--- config.mk ---
export PLATFORM = sky130hd
export DESIGN_NAME = adaptive_bitrate_controller_unit_flat
export DESIGN_NICKNAME = d
export VERILOG_FILES = /design/src/hw/rtl/abc_pkg.sv /design/src/hw/rtl/abc_if.sv /design/src/hw/rtl/abc_update.sv /design/src/hw/rtl/adaptive_bitrate_controller_unit.sv /design/src/flat_wrapper.sv
export SDC_FILE = /design/constraint.sdc
export NUM_CORES = 1
export LEC_CHECK = 0
export ABC_AREA = 0
export BUFFER_PORTS_ARGS = -buffer_cell sky130_fd_sc_hd__buf_2
export CORE_MARGIN = 3
export CORE_UTILIZATION = 25
export CTS_CLUSTER_DIAMETER = 200
export CTS_CLUSTER_SIZE = 10
export DETAILED_ROUTE_END_ITERATION = 10
export HOLD_SLACK_MARGIN = 0.05
export SETUP_SLACK_MARGIN = 0.1
export SKIP_CTS_REPAIR_TIMING = 1
export SLEW_MARGIN = 20
export SYNTH_ARGS = -nofsm -noshare
export SYNTH_HDL_FRONTEND = slang
export SYNTH_HIERARCHICAL = 1
export SYNTH_SLANG_ARGS = --single-unit
--- constraint.sdc ---
create_clock -name clk_i -period 9.15 [get_ports clk_i]
set_input_delay 0.4575 -clock clk_i [delete_from_list [all_inputs] [get_ports clk_i]]
set_output_delay 0.4575 -clock clk_i [all_outputs]
set_load 0.05 [all_outputs]
--- src/hw/rtl/abc_pkg.sv ---
`default_nettype none
package abc_pkg;

  // field widths
  localparam int unsigned RateW = 20;
  localparam int unsigned LossW = 8;
  localparam int unsigned RunW  = 8;
  localparam int unsigned FuncW = 2;
  localparam int unsigned NumCfg = 8;
  localparam int unsigned CfgIdxW = $clog2(NumCfg);

  // loss-free reports needed to leave congestion
  localparam logic [RunW-1:0] RunThreshold = RunW'(10);
  localparam logic [RunW-1:0] RunMax = {RunW{1'b1}};

  // register indexes
  localparam logic [CfgIdxW-1:0] CfgSteadyMax    = CfgIdxW'(0);
  localparam logic [CfgIdxW-1:0] CfgSteadyMin    = CfgIdxW'(1);
  localparam logic [CfgIdxW-1:0] CfgSteadyUp     = CfgIdxW'(2);
  localparam logic [CfgIdxW-1:0] CfgSteadyDown   = CfgIdxW'(3);
  localparam logic [CfgIdxW-1:0] CfgCongestMax   = CfgIdxW'(4);
  localparam logic [CfgIdxW-1:0] CfgCongestMin   = CfgIdxW'(5);
  localparam logic [CfgIdxW-1:0] CfgCongestUp    = CfgIdxW'(6);
  localparam logic [CfgIdxW-1:0] CfgCongestDown  = CfgIdxW'(7);

  typedef logic [NumCfg-1:0][RateW-1:0] abc_cfg_t;

  // register reset values, entry 0 in the low slice
  localparam abc_cfg_t CfgReset = {
    RateW'(1000), RateW'(50),  RateW'(500), RateW'(4000),
    RateW'(500),  RateW'(200), RateW'(1000), RateW'(8000)
  };

  typedef enum logic [FuncW-1:0] {
    FuncReport  = 2'd0,
    FuncRestart = 2'd1,
    FuncFixed   = 2'd2
  } abc_func_e;

  typedef struct packed {
    logic [FuncW-1:0] func;
    logic [LossW-1:0] loss_fraction;
    logic [RateW-1:0] encoder_rate;
    logic [RateW-1:0] estimated_rate;
    logic             sink_present;
    logic [RateW-1:0] preset_rate;
  } abc_item_t;

  typedef struct packed {
    logic [RateW-1:0] bitrate_now;
    logic             congested;
    logic [RunW-1:0]  good_run;
    logic             overflow_warning;
  } abc_result_t;

  typedef struct packed {
    logic             link_congested;
    logic             limits_congested;
    logic [RunW-1:0]  run_count;
    logic [RateW-1:0] current_rate;
  } abc_state_t;

  // take the candidate if it is valid and within limits, else clamp current
  function automatic logic [RateW-1:0] apply_rate(
    input logic [RateW:0]   cand,
    input logic             ok,
    input logic [RateW-1:0] cur,
    input logic [RateW-1:0] mx,
    input logic [RateW-1:0] mn
  );
    logic [RateW-1:0] res;
    if (ok && (cand >= {1'b0, mn}) && (cand <= {1'b0, mx})) begin
      res = cand[RateW-1:0];
    end else if (cur > mx) begin
      res = mx;
    end else if (cur < mn) begin
      res = mn;
    end else begin
      res = cur;
    end
    return res;
  endfunction

endpackage
`default_nettype wire

--- src/hw/rtl/abc_if.sv ---
`default_nettype none
// report request channel
interface abc_in_if;
  import abc_pkg::*;
  logic                valid;
  logic                ready;
  logic [FuncW-1:0]    func;
  logic [LossW-1:0]    loss_fraction;
  logic [RateW-1:0]    encoder_rate;
  logic [RateW-1:0]    estimated_rate;
  logic                sink_present;
  logic [RateW-1:0]    preset_rate;
  modport source (output valid, func, loss_fraction, encoder_rate, estimated_rate,
                  sink_present, preset_rate, input ready);
  modport sink (input valid, func, loss_fraction, encoder_rate, estimated_rate,
                sink_present, preset_rate, output ready);
endinterface

// result request channel
interface abc_out_if;
  import abc_pkg::*;
  logic                valid;
  logic                ready;
  logic [RateW-1:0]    bitrate_now;
  logic                congested;
  logic [RunW-1:0]     good_run;
  logic                overflow_warning;
  modport source (output valid, bitrate_now, congested, good_run, overflow_warning,
                  input ready);
  modport sink (input valid, bitrate_now, congested, good_run, overflow_warning,
                output ready);
endinterface

// register write channel
interface abc_cfg_if;
  import abc_pkg::*;
  logic                valid;
  logic                ready;
  logic [CfgIdxW-1:0]  index;
  logic [RateW-1:0]    data;
  modport source (output valid, index, data, input ready);
  modport sink (input valid, index, data, output ready);
endinterface
`default_nettype wire

--- src/hw/rtl/abc_update.sv ---
`default_nettype none
module abc_update (
  input  abc_pkg::abc_cfg_t    cfg_i,
  input  abc_pkg::abc_state_t  state_i,
  input  abc_pkg::abc_item_t   item_i,
  output abc_pkg::abc_state_t  state_o,
  output abc_pkg::abc_result_t result_o
);
  import abc_pkg::*;

  logic             link_pre;
  logic             lim_sel;
  logic [RateW-1:0] mx, mn, up, dn;
  logic [RateW-1:0] cur_base;
  logic [RateW:0]   cand;
  logic             cand_ok;
  logic             warn;
  logic             lower;
  logic [RateW+1:0] enc_x2, est_x3;
  logic             do_apply;

  // overflow check: 2*enc >= 3*est, exact
  assign enc_x2 = {1'b0, item_i.encoder_rate, 1'b0};
  assign est_x3 = {2'b00, item_i.estimated_rate} + {1'b0, item_i.estimated_rate, 1'b0};

  assign link_pre = (state_i.run_count >= RunThreshold) ? 1'b0 : state_i.link_congested;

  // limit set selection
  always_comb begin
    mx = lim_sel ? cfg_i[CfgCongestMax]  : cfg_i[CfgSteadyMax];
    mn = lim_sel ? cfg_i[CfgCongestMin]  : cfg_i[CfgSteadyMin];
    up = lim_sel ? cfg_i[CfgCongestUp]   : cfg_i[CfgSteadyUp];
    dn = lim_sel ? cfg_i[CfgCongestDown] : cfg_i[CfgSteadyDown];
  end

  // command decode and next state
  always_comb begin
    state_o  = state_i;
    lim_sel  = state_i.limits_congested;
    cur_base = state_i.current_rate;
    warn     = 1'b0;
    lower    = 1'b0;
    do_apply = 1'b0;
    cand     = {1'b0, item_i.preset_rate};
    cand_ok  = 1'b1;
    unique case (abc_func_e'(item_i.func))
      FuncReport: begin
        lim_sel  = link_pre;
        do_apply = 1'b1;
        state_o.limits_congested = link_pre;
        if (item_i.loss_fraction == '0) begin
          state_o.link_congested = link_pre;
          if (state_i.run_count != RunMax) begin
            state_o.run_count = state_i.run_count + RunW'(1);
          end
          warn  = item_i.sink_present && (enc_x2 >= est_x3);
          lower = warn;
        end else begin
          state_o.link_congested = 1'b1;
          state_o.run_count      = '0;
          lower                  = 1'b1;
        end
        if (lower) begin
          cand_ok = (dn <= state_i.current_rate);
          cand    = {1'b0, state_i.current_rate - dn};
        end else begin
          cand    = {1'b0, state_i.current_rate} + {1'b0, up};
        end
      end
      FuncRestart: begin
        lim_sel  = 1'b0;
        cur_base = cfg_i[CfgSteadyMin];
        do_apply = 1'b1;
        state_o.link_congested   = 1'b0;
        state_o.limits_congested = 1'b0;
        state_o.run_count        = '0;
      end
      FuncFixed: begin
        do_apply = 1'b1;
      end
      default: begin
        do_apply = 1'b0;
      end
    endcase
    if (do_apply) begin
      state_o.current_rate = apply_rate(cand, cand_ok, cur_base, mx, mn);
    end
  end

  assign result_o.bitrate_now      = state_o.current_rate;
  assign result_o.congested        = state_o.link_congested;
  assign result_o.good_run         = state_o.run_count;
  assign result_o.overflow_warning = warn;

endmodule
`default_nettype wire

--- src/hw/rtl/adaptive_bitrate_controller_unit.sv ---
// Adaptive bitrate controller.
// in_i carries QoS report and preset requests, out_o returns one result
// request per input request (bitrate, link state, run count, warning).
// cfg_i writes the eight limit and step registers; it is always ready and
// must only be used while no request is in flight.
// A request accepted on in_i is taken into the input register; the update
// pass then loads its result into the output register, and out_o shows it
// from then on. Throughput is one request per cycle while out_o is not
// stalled, set by the single update pass from input register to result
// register; the state registers are updated by that same pass.
// A stalled out_o holds its result; the input register still takes one
// more request, and in_i.ready drops while both registers are full.
// Reset clears the link state, run count and bitrate to zero and loads
// the registers with their default limits and steps.
`default_nettype none
module adaptive_bitrate_controller_unit (
  input  wire logic clk_i,
  input  wire logic rst_ni,
  abc_in_if.sink    in_i,
  abc_out_if.source out_o,
  abc_cfg_if.sink   cfg_i
);
  import abc_pkg::*;

  abc_cfg_t    cfg_q;
  abc_state_t  state_q, state_d;
  abc_item_t   in_q, in_item;
  logic        in_valid_q;
  abc_result_t out_q, result_d;
  logic        out_valid_q;
  logic        adv;

  // register writes
  assign cfg_i.ready = 1'b1;
  always_ff @(posedge clk_i or negedge rst_ni) begin
    if (!rst_ni) begin
      cfg_q <= CfgReset;
    end else if (cfg_i.valid) begin
      cfg_q[cfg_i.index] <= cfg_i.data;
    end
  end

  // handshake control
  assign adv        = in_valid_q && (!out_valid_q || out_o.ready);
  assign in_i.ready = !in_valid_q || adv;

  assign in_item.func           = in_i.func;
  assign in_item.loss_fraction  = in_i.loss_fraction;
  assign in_item.encoder_rate   = in_i.encoder_rate;
  assign in_item.estimated_rate = in_i.estimated_rate;
  assign in_item.sink_present   = in_i.sink_present;
  assign in_item.preset_rate    = in_i.preset_rate;

  // input register
  always_ff @(posedge clk_i or negedge rst_ni) begin
    if (!rst_ni) begin
      in_valid_q <= 1'b0;
    end else if (in_i.ready) begin
      in_valid_q <= in_i.valid;
    end
  end

  always_ff @(posedge clk_i) begin
    if (in_i.ready && in_i.valid) begin
      in_q <= in_item;
    end
  end

  abc_update u_update (
    .cfg_i    (cfg_q),
    .state_i  (state_q),
    .item_i   (in_q),
    .state_o  (state_d),
    .result_o (result_d)
  );

  // controller state
  always_ff @(posedge clk_i or negedge rst_ni) begin
    if (!rst_ni) begin
      state_q <= '0;
    end else if (adv) begin
      state_q <= state_d;
    end
  end

  // result register
  always_ff @(posedge clk_i or negedge rst_ni) begin
    if (!rst_ni) begin
      out_valid_q <= 1'b0;
    end else if (adv) begin
      out_valid_q <= 1'b1;
    end else if (out_o.ready) begin
      out_valid_q <= 1'b0;
    end
  end

  always_ff @(posedge clk_i) begin
    if (adv) begin
      out_q <= result_d;
    end
  end

  assign out_o.valid            = out_valid_q;
  assign out_o.bitrate_now      = out_q.bitrate_now;
  assign out_o.congested        = out_q.congested;
  assign out_o.good_run         = out_q.good_run;
  assign out_o.overflow_warning = out_q.overflow_warning;

  // a warning only comes from a loss-free report, so the run is nonzero
  a_warn_run : assert property (@(posedge clk_i) disable iff (!rst_ni)
    out_valid_q && out_q.overflow_warning |-> out_q.good_run != '0)
    else $error("overflow warning with empty run");

  // a held input request keeps its payload
  a_in_hold : assert property (@(posedge clk_i) disable iff (!rst_ni)
    in_valid_q && !adv |=> in_valid_q && $stable(in_q))
    else $error("input register lost a stalled request");

  // state moves only when a request is processed
  a_state_hold : assert property (@(posedge clk_i) disable iff (!rst_ni)
    !adv |=> $stable(state_q))
    else $error("state changed without a request");

endmodule
`default_nettype wire

--- src/flat_wrapper.sv ---
// flat-port wrapper written by rule: the top's interface ports become plain ports
module adaptive_bitrate_controller_unit_flat import abc_pkg::*;
  (clk_i, rst_ni, in_i_valid, in_i_func, in_i_loss_fraction, in_i_encoder_rate, in_i_estimated_rate, in_i_sink_present, in_i_preset_rate, in_i_ready, out_o_valid, out_o_bitrate_now, out_o_congested, out_o_good_run, out_o_overflow_warning, out_o_ready, cfg_i_valid, cfg_i_index, cfg_i_data, cfg_i_ready);
  abc_in_if in_i_i ();
  abc_out_if out_o_i ();
  abc_cfg_if cfg_i_i ();
  input  wire logic clk_i;
  input  wire logic rst_ni;
  input wire logic [$bits(in_i_i.valid)-1:0] in_i_valid;
  input wire logic [$bits(in_i_i.func)-1:0] in_i_func;
  input wire logic [$bits(in_i_i.loss_fraction)-1:0] in_i_loss_fraction;
  input wire logic [$bits(in_i_i.encoder_rate)-1:0] in_i_encoder_rate;
  input wire logic [$bits(in_i_i.estimated_rate)-1:0] in_i_estimated_rate;
  input wire logic [$bits(in_i_i.sink_present)-1:0] in_i_sink_present;
  input wire logic [$bits(in_i_i.preset_rate)-1:0] in_i_preset_rate;
  output wire logic [$bits(in_i_i.ready)-1:0] in_i_ready;
  output wire logic [$bits(out_o_i.valid)-1:0] out_o_valid;
  output wire logic [$bits(out_o_i.bitrate_now)-1:0] out_o_bitrate_now;
  output wire logic [$bits(out_o_i.congested)-1:0] out_o_congested;
  output wire logic [$bits(out_o_i.good_run)-1:0] out_o_good_run;
  output wire logic [$bits(out_o_i.overflow_warning)-1:0] out_o_overflow_warning;
  input wire logic [$bits(out_o_i.ready)-1:0] out_o_ready;
  input wire logic [$bits(cfg_i_i.valid)-1:0] cfg_i_valid;
  input wire logic [$bits(cfg_i_i.index)-1:0] cfg_i_index;
  input wire logic [$bits(cfg_i_i.data)-1:0] cfg_i_data;
  output wire logic [$bits(cfg_i_i.ready)-1:0] cfg_i_ready;
  assign in_i_i.valid = in_i_valid;
  assign in_i_i.func = in_i_func;
  assign in_i_i.loss_fraction = in_i_loss_fraction;
  assign in_i_i.encoder_rate = in_i_encoder_rate;
  assign in_i_i.estimated_rate = in_i_estimated_rate;
  assign in_i_i.sink_present = in_i_sink_present;
  assign in_i_i.preset_rate = in_i_preset_rate;
  assign in_i_ready = in_i_i.ready;
  assign out_o_valid = out_o_i.valid;
  assign out_o_bitrate_now = out_o_i.bitrate_now;
  assign out_o_congested = out_o_i.congested;
  assign out_o_good_run = out_o_i.good_run;
  assign out_o_overflow_warning = out_o_i.overflow_warning;
  assign out_o_i.ready = out_o_ready;
  assign cfg_i_i.valid = cfg_i_valid;
  assign cfg_i_i.index = cfg_i_index;
  assign cfg_i_i.data = cfg_i_data;
  assign cfg_i_ready = cfg_i_i.ready;
  adaptive_bitrate_controller_unit u_core (.clk_i(clk_i), .rst_ni(rst_ni), .in_i(in_i_i), .out_o(out_o_i), .cfg_i(cfg_i_i));
endmodule
# ---- After elaboration in Yosys (flattened, before gate mapping)
# Index checks and enable logic that the tools add are counted.
dict set report classes {
  n_addsub 4
  n_lt_le_gt_ge 9
  n_eq_ne 3
  n_mux 27
  n_reduce_logical 17
}
# operator n
set op_table {}
lappend op_table {{$mux W20} 10}
lappend op_table {{$bwmux W160} 1}
lappend op_table {{$demux W20 S3} 1}
lappend op_table {{$mux W21} 2}
lappend op_table {{$add A20 B21 Y22} 1}
lappend op_table {{$ge A21 B22 Y1} 1}
lappend op_table {{$add A20 B20 Y21} 1}
lappend op_table {{$ge A21 B20 Y1} 1}
lappend op_table {{$le A21 B20 Y1} 1}
lappend op_table {{$gt A20 B20 Y1} 1}
lappend op_table {{$le A20 B20 Y1} 1}
lappend op_table {{$lt A20 B20 Y1} 1}
lappend op_table {{$pmux W10 S2} 1}
lappend op_table {{$sub A20 B20 Y20} 1}
lappend op_table {{$mux W8} 2}
lappend op_table {{$mux W1} 9}
lappend op_table {{$add A8 B1 Y8 const B} 1}
lappend op_table {{$ge A8 B4 Y1 const B} 1}
lappend op_table {{$logic_not A8 Y1} 1}
lappend op_table {{$ne A8 B8 Y1 const B} 1}
lappend op_table {{$logic_and A1 B1 Y1} 6}
lappend op_table {{$lt A3 B4 Y1 const B} 1}
lappend op_table {{$reduce_and A2 Y1} 2}
lappend op_table {{$reduce_bool A2 Y1} 2}
lappend op_table {{other kinds (8)} 10}
dict set report word_totals {
  reg_bits 293
  inputBits 99
  out_inout_bits 33
  wordCells 84
}

# ---- Logic depth before layout (Yosys ltp)
# Gate-level depths: netlist (run 1).
dict set report logic_depth {
  ltp_word 12
  mapped_depth 38
  depth_no_buf 35
}

# ---- Hierarchy
# The synthesis (run 1) kept the hierarchy.
# module n_inst cells_each area_per_inst_um2 seq_area_each_um2
set by_module_without_submodules {}
lappend by_module_without_submodules {adaptive_bitrate_controller_unit 1 521 10281.1 7890.1}
lappend by_module_without_submodules {abc_update 1 1015 7863.8 0.0}

# ---- Least setup slack after synthesis (run 1)
# No wires, ideal clock.
dict set report synth_timing {
  path_type {reg-to-reg}
  from {register u_core/in_q[22] in the netlist's numbering}
  to {register u_core/state_q[18] in the netlist's numbering}
  setup_time_ps 125
  t_arrival_ps 6751
  t_required_ps 9025
  path_slack_ps 2275
  stages_incl_launch_ff 34
  n_path_buf 3
  period_less_slack_ps 6875
  path_cell_list {edfxtp_1 > ha_1 > a21o_1 > a21oi_1 > o21ai_1 > a21o_1 > o311a_1 > o41ai_2 > nor2_1 > a2111oi_0 > o21bai_1 > xnor2_1 > ha_1 > a21oi_1 > or4b_2 > a31oi_2 > o22ai_4 > buf_6 > nor3b_1 > a221o_1 > ha_1 > a21oi_1 > nor2_1 > a2111oi_0 > o21ai_0 > a41oi_1 > o211ai_1 > o21a_1 > o211a_1 > buf_4 > nor3_1 > a211oi_1 > buf_4 > mux2_2}
}
# item line
set synth_lines {}
lappend synth_lines {{start: declaration} adaptive_bitrate_controller_unit.sv:27} ;# abc_item_t in_q, in_item;
lappend synth_lines {{start signal: assignment} adaptive_bitrate_controller_unit.sv:65} ;# in_q <= in_item;
lappend synth_lines {{end signal: assignment} adaptive_bitrate_controller_unit.sv:82} ;# state_q <= state_d;
lappend synth_lines {{end: declaration} adaptive_bitrate_controller_unit.sv:26} ;# abc_state_t state_q, state_d;

==> results of run 1 <==
worst min-delay path by stage:
stage,startpoint,to,slack [ps],depth (start not counted)
final,in_i_estimated_rate[10],u_core/in_q[31]$_DFFE_PP_,80,1
after global placement,u_core/cfg_q[41]$_DFFE_PN0P_,u_core/cfg_q[41]$_DFFE_PN0P_,460,1
after detailed placement,u_core/cfg_q[41]$_DFFE_PN0P_,u_core/cfg_q[41]$_DFFE_PN0P_,470,1
after global routing,in_i_loss_fraction[5],u_core/in_q[66]$_DFFE_PP_,50,1
after floorplan,rst_ni,u_core/cfg_q[0]$_DFFE_PN0P_,160,0
after CTS,rst_ni,u_core/state_q[22]$_DFFE_PN0P_,-70,1
layout by cell type, fill, tap and decap left out, drive strengths merged, types with 10 or more instances in the layout:
master | netlist | final
dfrtp | 150 | 150
nor2b | 18 | 18
dfstp | 42 | 42
edfxtp | 101 | 101
clkbuf | 16 | 59
mux2i | 101 | 101
nand2b | 12 | 12
mux2 | 250 | 250
nor2 | 73 | 73
a21o | 26 | 26
nand4 | 19 | 19
a31oi | 10 | 10
xnor2 | 28 | 28
inv | 45 | 49
o21bai | 10 | 10
buf | 65 | 154
o21ai | 53 | 53
o21a | 11 | 11
nor3 | 22 | 22
nand3 | 28 | 28
and3 | 14 | 14
nand2 | 55 | 55
xor2 | 24 | 24
a21oi | 91 | 91
ha | 160 | 160
cells by family after synthesis:
logic type | after synthesis
muxes | 351
DFF | 293
and+or+nand+nor | 280
AOI/OAI and AO/OA | 270
adders and majority gates | 163
buffers and inverters | 126
xor gates and xnor gates | 52
other | 1
state kept, by name (all words and copies together), names as in the netlist:
signal,flops
u_core/cfg_q,160
u_core/in_valid_q,1
u_core/out_o.valid,1
u_core/out_o.bitrate_now,20
u_core/out_o.congested,1
u_core/out_o.good_run,8
u_core/out_o.overflow_warning,1
u_core/in_q,71
u_core/state_q,30
cell type report:
cell class,count,area (um2),area share (%)
multi-input cells,1117,9610,46.4
flip-flops and latches,293,7890,38.1
well taps,950,1190,5.73
clock buffers,58,962,4.64
repair buffers,156,870,4.19
inverters,45,169,0.815
clock inverters,4,35.0,0.169
diodes,3,7.51,0.0362
power breakdown:
group          leakage [nW]  total [W]  internal (W)  switching, W
combinational          5.16    0.00349       0.00147       0.00202
clock                 0.477    0.00129      0.000720      0.000570
sequential             3.23    0.00190       0.00170      0.000202
total                  8.86    0.00668       0.00389       0.00279
per-layer routing:
layer | GRT usage, % | vias up
li1 | - | 5937
met1 | 18.9 | 6289
met2 | 22.3 | 315
met3 | 2.78 | 74
met4 | 3.09 | 14
met5 | 0 | -
cell usage after synthesis (4+ instances only):
cell type  count
o21a_1        11
and3_1        13
mux2_2       247
o21ai_0       49
a31oi_1        8
a2111oi_0      4
and4_1         4
a21boi_0       6
nor3_1        21
nor2_1        73
xor2_1        24
nand3_1       28
nor4_1         5
nand2b_1      12
buf_4         40
a211oi_1       8
xnor2_1       28
nor2b_1       18
o211ai_1       9
a21o_1        26
clkbuf_1      16
ha_1         160
nand3b_1       6
nand4_1       19
dfstp_2       42
o21ai_1        4
a221o_1        6
buf_2         19
and2_1         5
o2111ai_1      5
mux2i_1      101
edfxtp_1     101
or2_2          7
o21bai_1      10
inv_1         45
a21oi_1       90
dfrtp_1      150
nand2_1       55
buf_6          5
o31a_1         4
critical path, delay by kind of cell (launching register included):
kind            cells  cell delay (ps)
fa+ha+maj           3              900
compound gates     19             4360
buf+inv             2              560
xor+xnor            1              140
mux                 3              780
flops               1              450
simple gates        4              980
stage by stage:
step	std cells	utilization, %	total power (W)	instance area [um2]	setup WS [ps]
after floorplan	1536	-	0.00455	18100	2270
after global placement	2560	27.5	0.00532	19700	961
after detailed placement	2560	27.5	0.00537	19700	868
after CTS	2622	28.9	0.00671	20700	805
after global routing	2624	28.9	0.00715	20700	224
final	2626	28.9	0.00668	20700	827
==> results.sh, run 1 <==
export IMPL_run_status="finished clean"
export IMPL_max_slew_margin_pct=36.0
export IMPL_path_max_fanout=18
export IMPL_finalSetupViolCount=0
export IMPL_slew_viol_final=0
export IMPL_die_area_mm2=0.0758
export IMPL_synth_top_area_share_pct=20.7
export IMPL_post_route_min_period_ps=8320
export IMPL_hold_violations=0
export IMPL_antenna_found_initial=13
export IMPL_fillerInstances=7345
export IMPL_grt_max_degree=70
export IMPL_yosys_warnings=6
export IMPL_routed_wl_um=52700
export IMPL_grt_overflow=0
export IMPL_initialDrtViolationCount=809
export IMPL_synth_mux_area_share_pct=21.1
export IMPL_tightestPinTransition_ps=935
export IMPL_fin_skew_ps=27.6
export IMPL_area_growth_pct=14.3
export IMPL_top_layer="met5"
export IMPL_synth_fa_ha_area_share_pct=11.4
export IMPL_setup_tns_final_ps=0
export IMPL_slowest_stage="o211a_1"
export IMPL_cp_endpoint="u_core/state_q[16]$_DFFE_PN0P_"
export IMPL_rows=98
export IMPL_synth_top_family_by_area="multiplexers"
export IMPL_reg2reg_slack_ps=830
export IMPL_cts_tree="yes"
export IMPL_ys_top_cells_by_area="dfrtp_1 21%, edfxtp_1 17%, mux2_2 15%"
export IMPL_cts_root_buf="clkbuf_16"
export IMPL_clk_latency_ps=560
export IMPL_r2r_end="u_core/state_q[16]$_DFFE_PN0P_"
export IMPL_critical_path_class="reg -> reg"
export IMPL_synth_simple_area_share_pct=7.94
export IMPL_async_reset_ff_share_pct=65.5
export IMPL_clock_sinks=293
export IMPL_rr_startpoint="u_core/in_q[22]$_DFFE_PP_"
export IMPL_max_freq_mhz=120
export IMPL_synth_compound_area_share_pct=9.81
export IMPL_syn_avg_cell_area_um2=11.8
export IMPL_wl_met1_um=24400
export IMPL_power_density_mw_per_mm2=322
export IMPL_gp_congestion=0.912
export IMPL_drcViolationCount=0
export IMPL_grt_pass1_vias=13000
export IMPL_crit_path_start="u_core/in_q[22]$_DFFE_PP_"
export IMPL_nNetsFinal=1910
export IMPL_r2r_cells=32
export IMPL_yosys_register_bits=293
export IMPL_synth_edf_count=101
export IMPL_die_h_um=275
export IMPL_worstSetupEndpointType="flop"
export IMPL_worstHoldPathType="in -> reg"
export IMPL_p_leak_nw=8.86
export IMPL_synth_seq_area_share_pct=43.5
export IMPL_synth_xor_area_share_pct=2.51
export IMPL_htree_levels=2
export IMPL_start_kind="flop"
export IMPL_io_pins=132
export IMPL_port_buffers=130
export IMPL_critical_path_max_stage_delay_ps=780
export IMPL_synth_cells=1536
export IMPL_die_x_um=275
export IMPL_initial_core_util_pct=25.3
export IMPL_wl_per_cell_um=20.1
export IMPL_synthesis_area_mm2=0.0181
export IMPL_first_pass_iters=5
export IMPL_grt_pass1_wl_um=79300
export IMPL_core_mm2=0.0717
export IMPL_peakVddDrop_uv=140
export IMPL_syn_nets=1798
export IMPL_rsz0062_at_grt="no"
export IMPL_dp_hpwl_um=38900
export IMPL_synth_top_cell_by_area="dfrtp_1"
export IMPL_dr_wl_met2_um=24300
export IMPL_grt_usage_pct=13.8
export IMPL_ant_nets=0
export IMPL_via_count=12600
export IMPL_fin_hold_ws_ps=79.9
export IMPL_required_ps=9570
export IMPL_layout_drive_gt1_share_pct=30.5
export IMPL_clk_path_buf_depth=3
export IMPL_via_per_inst=4.81
export IMPL_path_clk_slew_ps=60
export IMPL_drv_cap=0
export IMPL_routed_wl_met3_um=2970
export IMPL_ys_types=78
export IMPL_ys_flop_type="dfrtp_1"
export IMPL_cts_made_buffers=35
export IMPL_period_share_pct=91.0
export IMPL_cp_arrival_ps=8750
Note: power is estimated with default switching activity, not from simulation.
==> run 2: changes to the inputs <==
--- a/config.mk
+++ b/config.mk
@@ -6,7 +6,7 @@
 export NUM_CORES = 1
 export LEC_CHECK = 0
 export ABC_AREA = 0
-export BUFFER_PORTS_ARGS = -buffer_cell sky130_fd_sc_hd__buf_2
+export BUFFER_PORTS_ARGS = -buffer_cell sky130_fd_sc_hd__buf_4
 export CORE_MARGIN = 3
 export CORE_UTILIZATION = 25
 export CTS_CLUSTER_DIAMETER = 200
@@ -15,7 +15,6 @@
 export HOLD_SLACK_MARGIN = 0.05
 export SETUP_SLACK_MARGIN = 0.1
 export SKIP_CTS_REPAIR_TIMING = 1
-export SLEW_MARGIN = 20
 export SYNTH_ARGS = -nofsm -noshare
 export SYNTH_HDL_FRONTEND = slang
 export SYNTH_HIERARCHICAL = 1
==> results.sh, run 2 (synthesis results as in run 1) <==
export IMPL_run_status="finished clean"
export IMPL_grt_overflow=0
export IMPL_drv_cap=0
export IMPL_cp_arrival_ps=8820
export IMPL_tightestPinTransition_ps=1130
export IMPL_layout_commonest_cell="mux2_2"
export IMPL_nNetsFinal=1913
export IMPL_grt_max_degree=67
export IMPL_post_route_min_period_ps=8410
export IMPL_initial_core_util_pct=25.3
export IMPL_routed_wl_um=53000
export IMPL_initialDrtViolationCount=792
export IMPL_power_density_mw_per_mm2=319
export IMPL_max_slew_margin_pct=24.6
export IMPL_die_x_um=275
export IMPL_io_pins=132
export IMPL_grt_usage_pct=13.8
export IMPL_grt_pass1_vias=12900
export IMPL_core_mm2=0.0717
export IMPL_p_leak_nw=8.97
export IMPL_peakVddDrop_uv=143
export IMPL_htree_levels=2
export IMPL_setup_ws_ps=745
export IMPL_path_clk_slew_ps=60
export IMPL_use_met1_pct=18.8
export IMPL_cts_made_buffers=35
export IMPL_dpl_cell_count=2562
export IMPL_use_met2_pct=22.0
export IMPL_required_ps=9560
export IMPL_finalSetupViolCount=0
export IMPL_final_cell_count_no_fill=2626
export IMPL_slowest_stage="o22ai_4"
export IMPL_via_per_inst=4.78
export IMPL_largest_reg_flops=160
export IMPL_grt_pass1_wl_um=79300
export IMPL_path_buf_inv=1
export IMPL_r2r_cells=32
export IMPL_setup_tns_final_ps=0
export IMPL_clock_sinks=293
export IMPL_hp_start="in_i_loss_fraction[5]"
export IMPL_clk_latency_ps=560
export IMPL_start_kind="flop"
export IMPL_slew_viol_final=0
export IMPL_final_cell_mix="247 x mux2_2, 160 x ha_1, 155 x buf_4, 150 x dfrtp_1"
export IMPL_fin_util_pct=29.4
export IMPL_period_share_pct=91.9
export IMPL_fin_skew_ps=42.0
export IMPL_cts_tree="yes"
export IMPL_critical_path_class="reg -> reg"
export IMPL_top_register="u_core/cfg_q"
export IMPL_rows=98
export IMPL_hold_end="u_core/in_q[66]$_DFFE_PP_"
export IMPL_whs_path_depth=1
export IMPL_dp_hpwl_um=39100
export IMPL_cts_root_buf="clkbuf_16"
export IMPL_seq_area_mm2=0.00789
export IMPL_worstHoldPathType="in -> reg"
export IMPL_die_area_mm2=0.0758
export IMPL_area_growth_pct=16.1
export IMPL_rr_startpoint="u_core/in_q[22]$_DFFE_PP_"
export IMPL_first_pass_iters=5
export IMPL_die_h_um=275
export IMPL_use_met3_pct=2.88
export IMPL_reg_top3="u_core/cfg_q x160, u_core/in_q x71, u_core/state_q x30"
export IMPL_rsz0062_at_grt="no"
export IMPL_via_count=12600
export IMPL_reg2reg_slack_ps=740
export IMPL_ant_nets=0
export IMPL_worstSetupEndpointType="flop"
export IMPL_pre_cts_slack_ps=798
export IMPL_cp_num_cells=32
export IMPL_wl_per_cell_um=20.2
export IMPL_path_common_cell="ha_1"
export IMPL_drcViolationCount=0
export IMPL_multiInputGateArea_mm2=0.00961
export IMPL_cpLargestDelayFamily="compound AO/OA/AOI/OAI gates"
export IMPL_hold_violations=0
export IMPL_layout_drive_gt1_share_pct=30.5
export IMPL_gp_congestion=0.901
export IMPL_critical_path_max_stage_delay_ps=870
export IMPL_fillerInstances=7325
export IMPL_r2r_end="u_core/state_q[16]$_DFFE_PN0P_"
export IMPL_port_buffers=130
export IMPL_max_freq_mhz=119
export IMPL_fin_total_pwr_w=0.00673
export IMPL_path_max_fanout=25
export IMPL_antenna_found_initial=2
export IMPL_grt_busiest_layer="met2"
export IMPL_clk_path_buf_depth=3
[run 2: worst max-delay path by stage]
stage / endpoint / from / slack (ps)
2_1_floorplan: u_core/state_q[18]$_DFFE_PN0P_ / u_core/in_q[22]$_DFFE_PP_ / 2270
3_3_place_gp: u_core/state_q[17]$_DFFE_PN0P_ / u_core/in_q[22]$_DFFE_PP_ / 1050
3_5_place_dp: u_core/state_q[14]$_DFFE_PN0P_ / u_core/in_q[22]$_DFFE_PP_ / 800
4_1_cts: u_core/state_q[15]$_DFFE_PN0P_ / u_core/in_q[22]$_DFFE_PP_ / 740
5_1_grt: u_core/state_q[17]$_DFFE_PN0P_ / u_core/in_q[22]$_DFFE_PP_ / 140
6_report: u_core/state_q[16]$_DFFE_PN0P_ / u_core/in_q[22]$_DFFE_PP_ / 740
[run 2: area by class of cell]
cell class | count | area share (%)
multi-input cells | 1117 | 45.6
flip-flops and latches | 293 | 37.5
repair buffers | 159 | 5.78
well taps | 950 | 5.64
clock buffers | 59 | 4.59
inverters | 45 | 0.802
clock inverters | 2 | 0.0832
diodes | 1 | 0.0119
[run 2: worst reg2reg max path: cells and delay by family (launching register included)]
kind	cells	cell delay, ps
buffers and inverters	1	280
muxes	3	930
xor gates and xnor gates	1	140
DFF	1	450
AOI/OAI and AO/OA	19	5090
and+or+nand+nor	5	540
adders and majority gates	3	820
[run 2: per-layer routing]
metal | vias up | part of all wire (%)
li1 | 5934 | -
met1 | 6221 | 46
met2 | 324 | 45
met3 | 74 | 5.7
met4 | 4 | 2.3
met5 | - | 0.062
[run 2: report_power, final]
part	internal (W)	total, W	leakage, nW	switching [W]
Clock	0.000717	0.00128	0.469	0.000563
Sequential	0.00170	0.00192	3.23	0.000218
Combinational	0.00151	0.00353	5.28	0.00202
Total	0.00393	0.00673	8.97	0.00280
[run 2: through the flow]
stage               area, um2  hold slack, ps
floorplan               18100             162
global placement        20100             462
detailed placement      20100             473
CTS                     21000           -81.9
global route            21100            53.4
finish                  21100            86.1
==> run 3: changes to the inputs <==
--- a/config.mk
+++ b/config.mk
@@ -9,6 +9,7 @@
 export BUFFER_PORTS_ARGS = -buffer_cell sky130_fd_sc_hd__buf_4
 export CORE_MARGIN = 3
 export CORE_UTILIZATION = 25
+export CTS_BUF_LIST = sky130_fd_sc_hd__clkbuf_2
 export CTS_CLUSTER_DIAMETER = 200
 export CTS_CLUSTER_SIZE = 10
 export DETAILED_ROUTE_END_ITERATION = 10
==> results.sh, run 3 (synthesis results as in run 1) <==
export IMPL_grt_pass1_vias=12900
export IMPL_htree_levels=2
export IMPL_critical_path_max_stage_delay_ps=640
export IMPL_die_h_um=275
export IMPL_antenna_found_initial=4
export IMPL_grt_overflow=0
export IMPL_cts_tree="yes"
export IMPL_tightestPinTransition_ps=883
export IMPL_required_ps=9990
export IMPL_max_slew_margin_pct=39.6
export IMPL_worstSetupEndpointType="flop"
export IMPL_core_mm2=0.0717
export IMPL_path_clk_slew_ps=300
export IMPL_first_pass_iters=4
export IMPL_largest_reg_flops=160
export IMPL_dp_hpwl_um=39100
export IMPL_wl_per_cell_um=19.9
export IMPL_top_register="u_core/cfg_q"
export IMPL_layout_commonest_cell="mux2_2"
export IMPL_drv_cap=0
export IMPL_grt_pass1_wl_um=79000
export IMPL_fin_util_pct=30.0
export IMPL_slowest_stage="or4b_2"
export IMPL_pre_cts_slack_ps=798
export IMPL_cts_root_buf="clkbuf_2"
export IMPL_grt_usage_pct=13.7
export IMPL_layout_drive_gt1_share_pct=30.1
export IMPL_finalSetupViolCount=0
export IMPL_die_area_mm2=0.0758
export IMPL_io_pins=132
export IMPL_via_count=13100
export IMPL_area_growth_pct=18.6
export IMPL_final_cell_mix="247 x mux2_2, 160 x ha_1, 155 x buf_4, 150 x dfrtp_1, 110 x dlygate4sd3_1"
export IMPL_slew_viol_final=0
export IMPL_critical_path_class="reg -> reg"
export IMPL_power_density_mw_per_mm2=286
export IMPL_start_kind="flop"
export IMPL_clock_sinks=293
export IMPL_period_share_pct=91.3
export IMPL_gp_congestion=0.901
export IMPL_post_route_min_period_ps=8360
export IMPL_nNetsFinal=2023
export IMPL_ant_nets=0
export IMPL_clk_latency_ps=1050
export IMPL_die_x_um=275
export IMPL_rsz0062_at_grt="no"
export IMPL_routed_wl_um=54500
export IMPL_max_freq_mhz=120
export IMPL_cp_arrival_ps=9190
export IMPL_setup_tns_final_ps=0
export IMPL_peakVddDrop_uv=141
export IMPL_fin_total_pwr_w=0.00614
export IMPL_fin_skew_ps=169
export IMPL_hold_violations=0
export IMPL_run_status="finished clean"
export IMPL_initialDrtViolationCount=753
export IMPL_setup_ws_ps=794
export IMPL_initial_core_util_pct=25.3
export IMPL_rows=98
export IMPL_worstHoldPathType="in -> reg"
export IMPL_path_max_fanout=18
export IMPL_grt_max_degree=67
export IMPL_reg_top3="u_core/cfg_q x160, u_core/in_q x71, u_core/state_q x30"
export IMPL_via_per_inst=4.77
export IMPL_cts_made_buffers=35
export IMPL_port_buffers=130
export IMPL_clk_path_buf_depth=3
export IMPL_drcViolationCount=0
export IMPL_fillerInstances=7281
export IMPL_p_leak_nw=9.22
## run 3: worst max-delay path: cells and delay by family, from the launching register on
family / cells / cell delay [ps]
AOI/OAI and AO/OA: 19 / 4540
xor gates and xnor gates: 1 / 140
DFF: 1 / 500
muxes: 3 / 850
buffers and inverters: 1 / 250
adders and majority gates: 3 / 910
and+or+nand+nor: 4 / 970
## run 3: metrics by stage
step	cells	hold slack [ps]	cell area, um2
after CTS	2623	-681	20400
after detailed placement	2562	473	20100
after floorplan	1536	162	18100
after global routing	2737	64.4	21500
after global placement	2562	462	20100
final	2737	151	21500
## run 3: layout make-up
cell class                      count  area (um2)  area share [%]
Multi-Input combinational cell   1118        9630            44.7
Sequential cell                   293        7890            36.7
Timing Repair Buffer              268        2330            10.8
Tap cell                          950        1190            5.53
Clock buffer                       59         295            1.37
Inverter                           45         169           0.785
Clock inverter                      2        12.5          0.0582
Antenna cell                        2        5.00          0.0233
## run 3: final timing paths
path                                         startpoint                        endpoint  slack [ps]  cells past startpoint
min                                      cfg_i_index[2]    u_core/cfg_q[24]$_DFFE_PN0P_         150                      4
min in group asynchronous                        rst_ni  u_core/state_q[18]$_DFFE_PN0P_         500                      3
max in group asynchronous                        rst_ni    u_core/cfg_q[37]$_DFFE_PN0P_        7550                      4
max                           u_core/in_q[22]$_DFFE_PP_  u_core/state_q[17]$_DFFE_PN0P_         790                     31
max reg2reg                   u_core/in_q[22]$_DFFE_PP_  u_core/state_q[17]$_DFFE_PN0P_         790                     31
min reg2reg                u_core/cfg_q[41]$_DFFE_PN0P_    u_core/cfg_q[41]$_DFFE_PN0P_         510                      1
## run 3: where the power goes
group / internal, W / switching [W] / total (W)
clock network: 0.000166 / 0.000494 / 0.000659
registers: 0.00170 / 0.000216 / 0.00191
logic: 0.00154 / 0.00203 / 0.00357
## run 3: metal layers
metal	vias to the layer above	part of all wire [%]	global-route usage, %
met1	6487	46	18.5
met4	2	2.4	3.82
met2	336	46	22.0
met3	80	5.7	3.13
met5	-	0.037	0
li1	6158	-	-
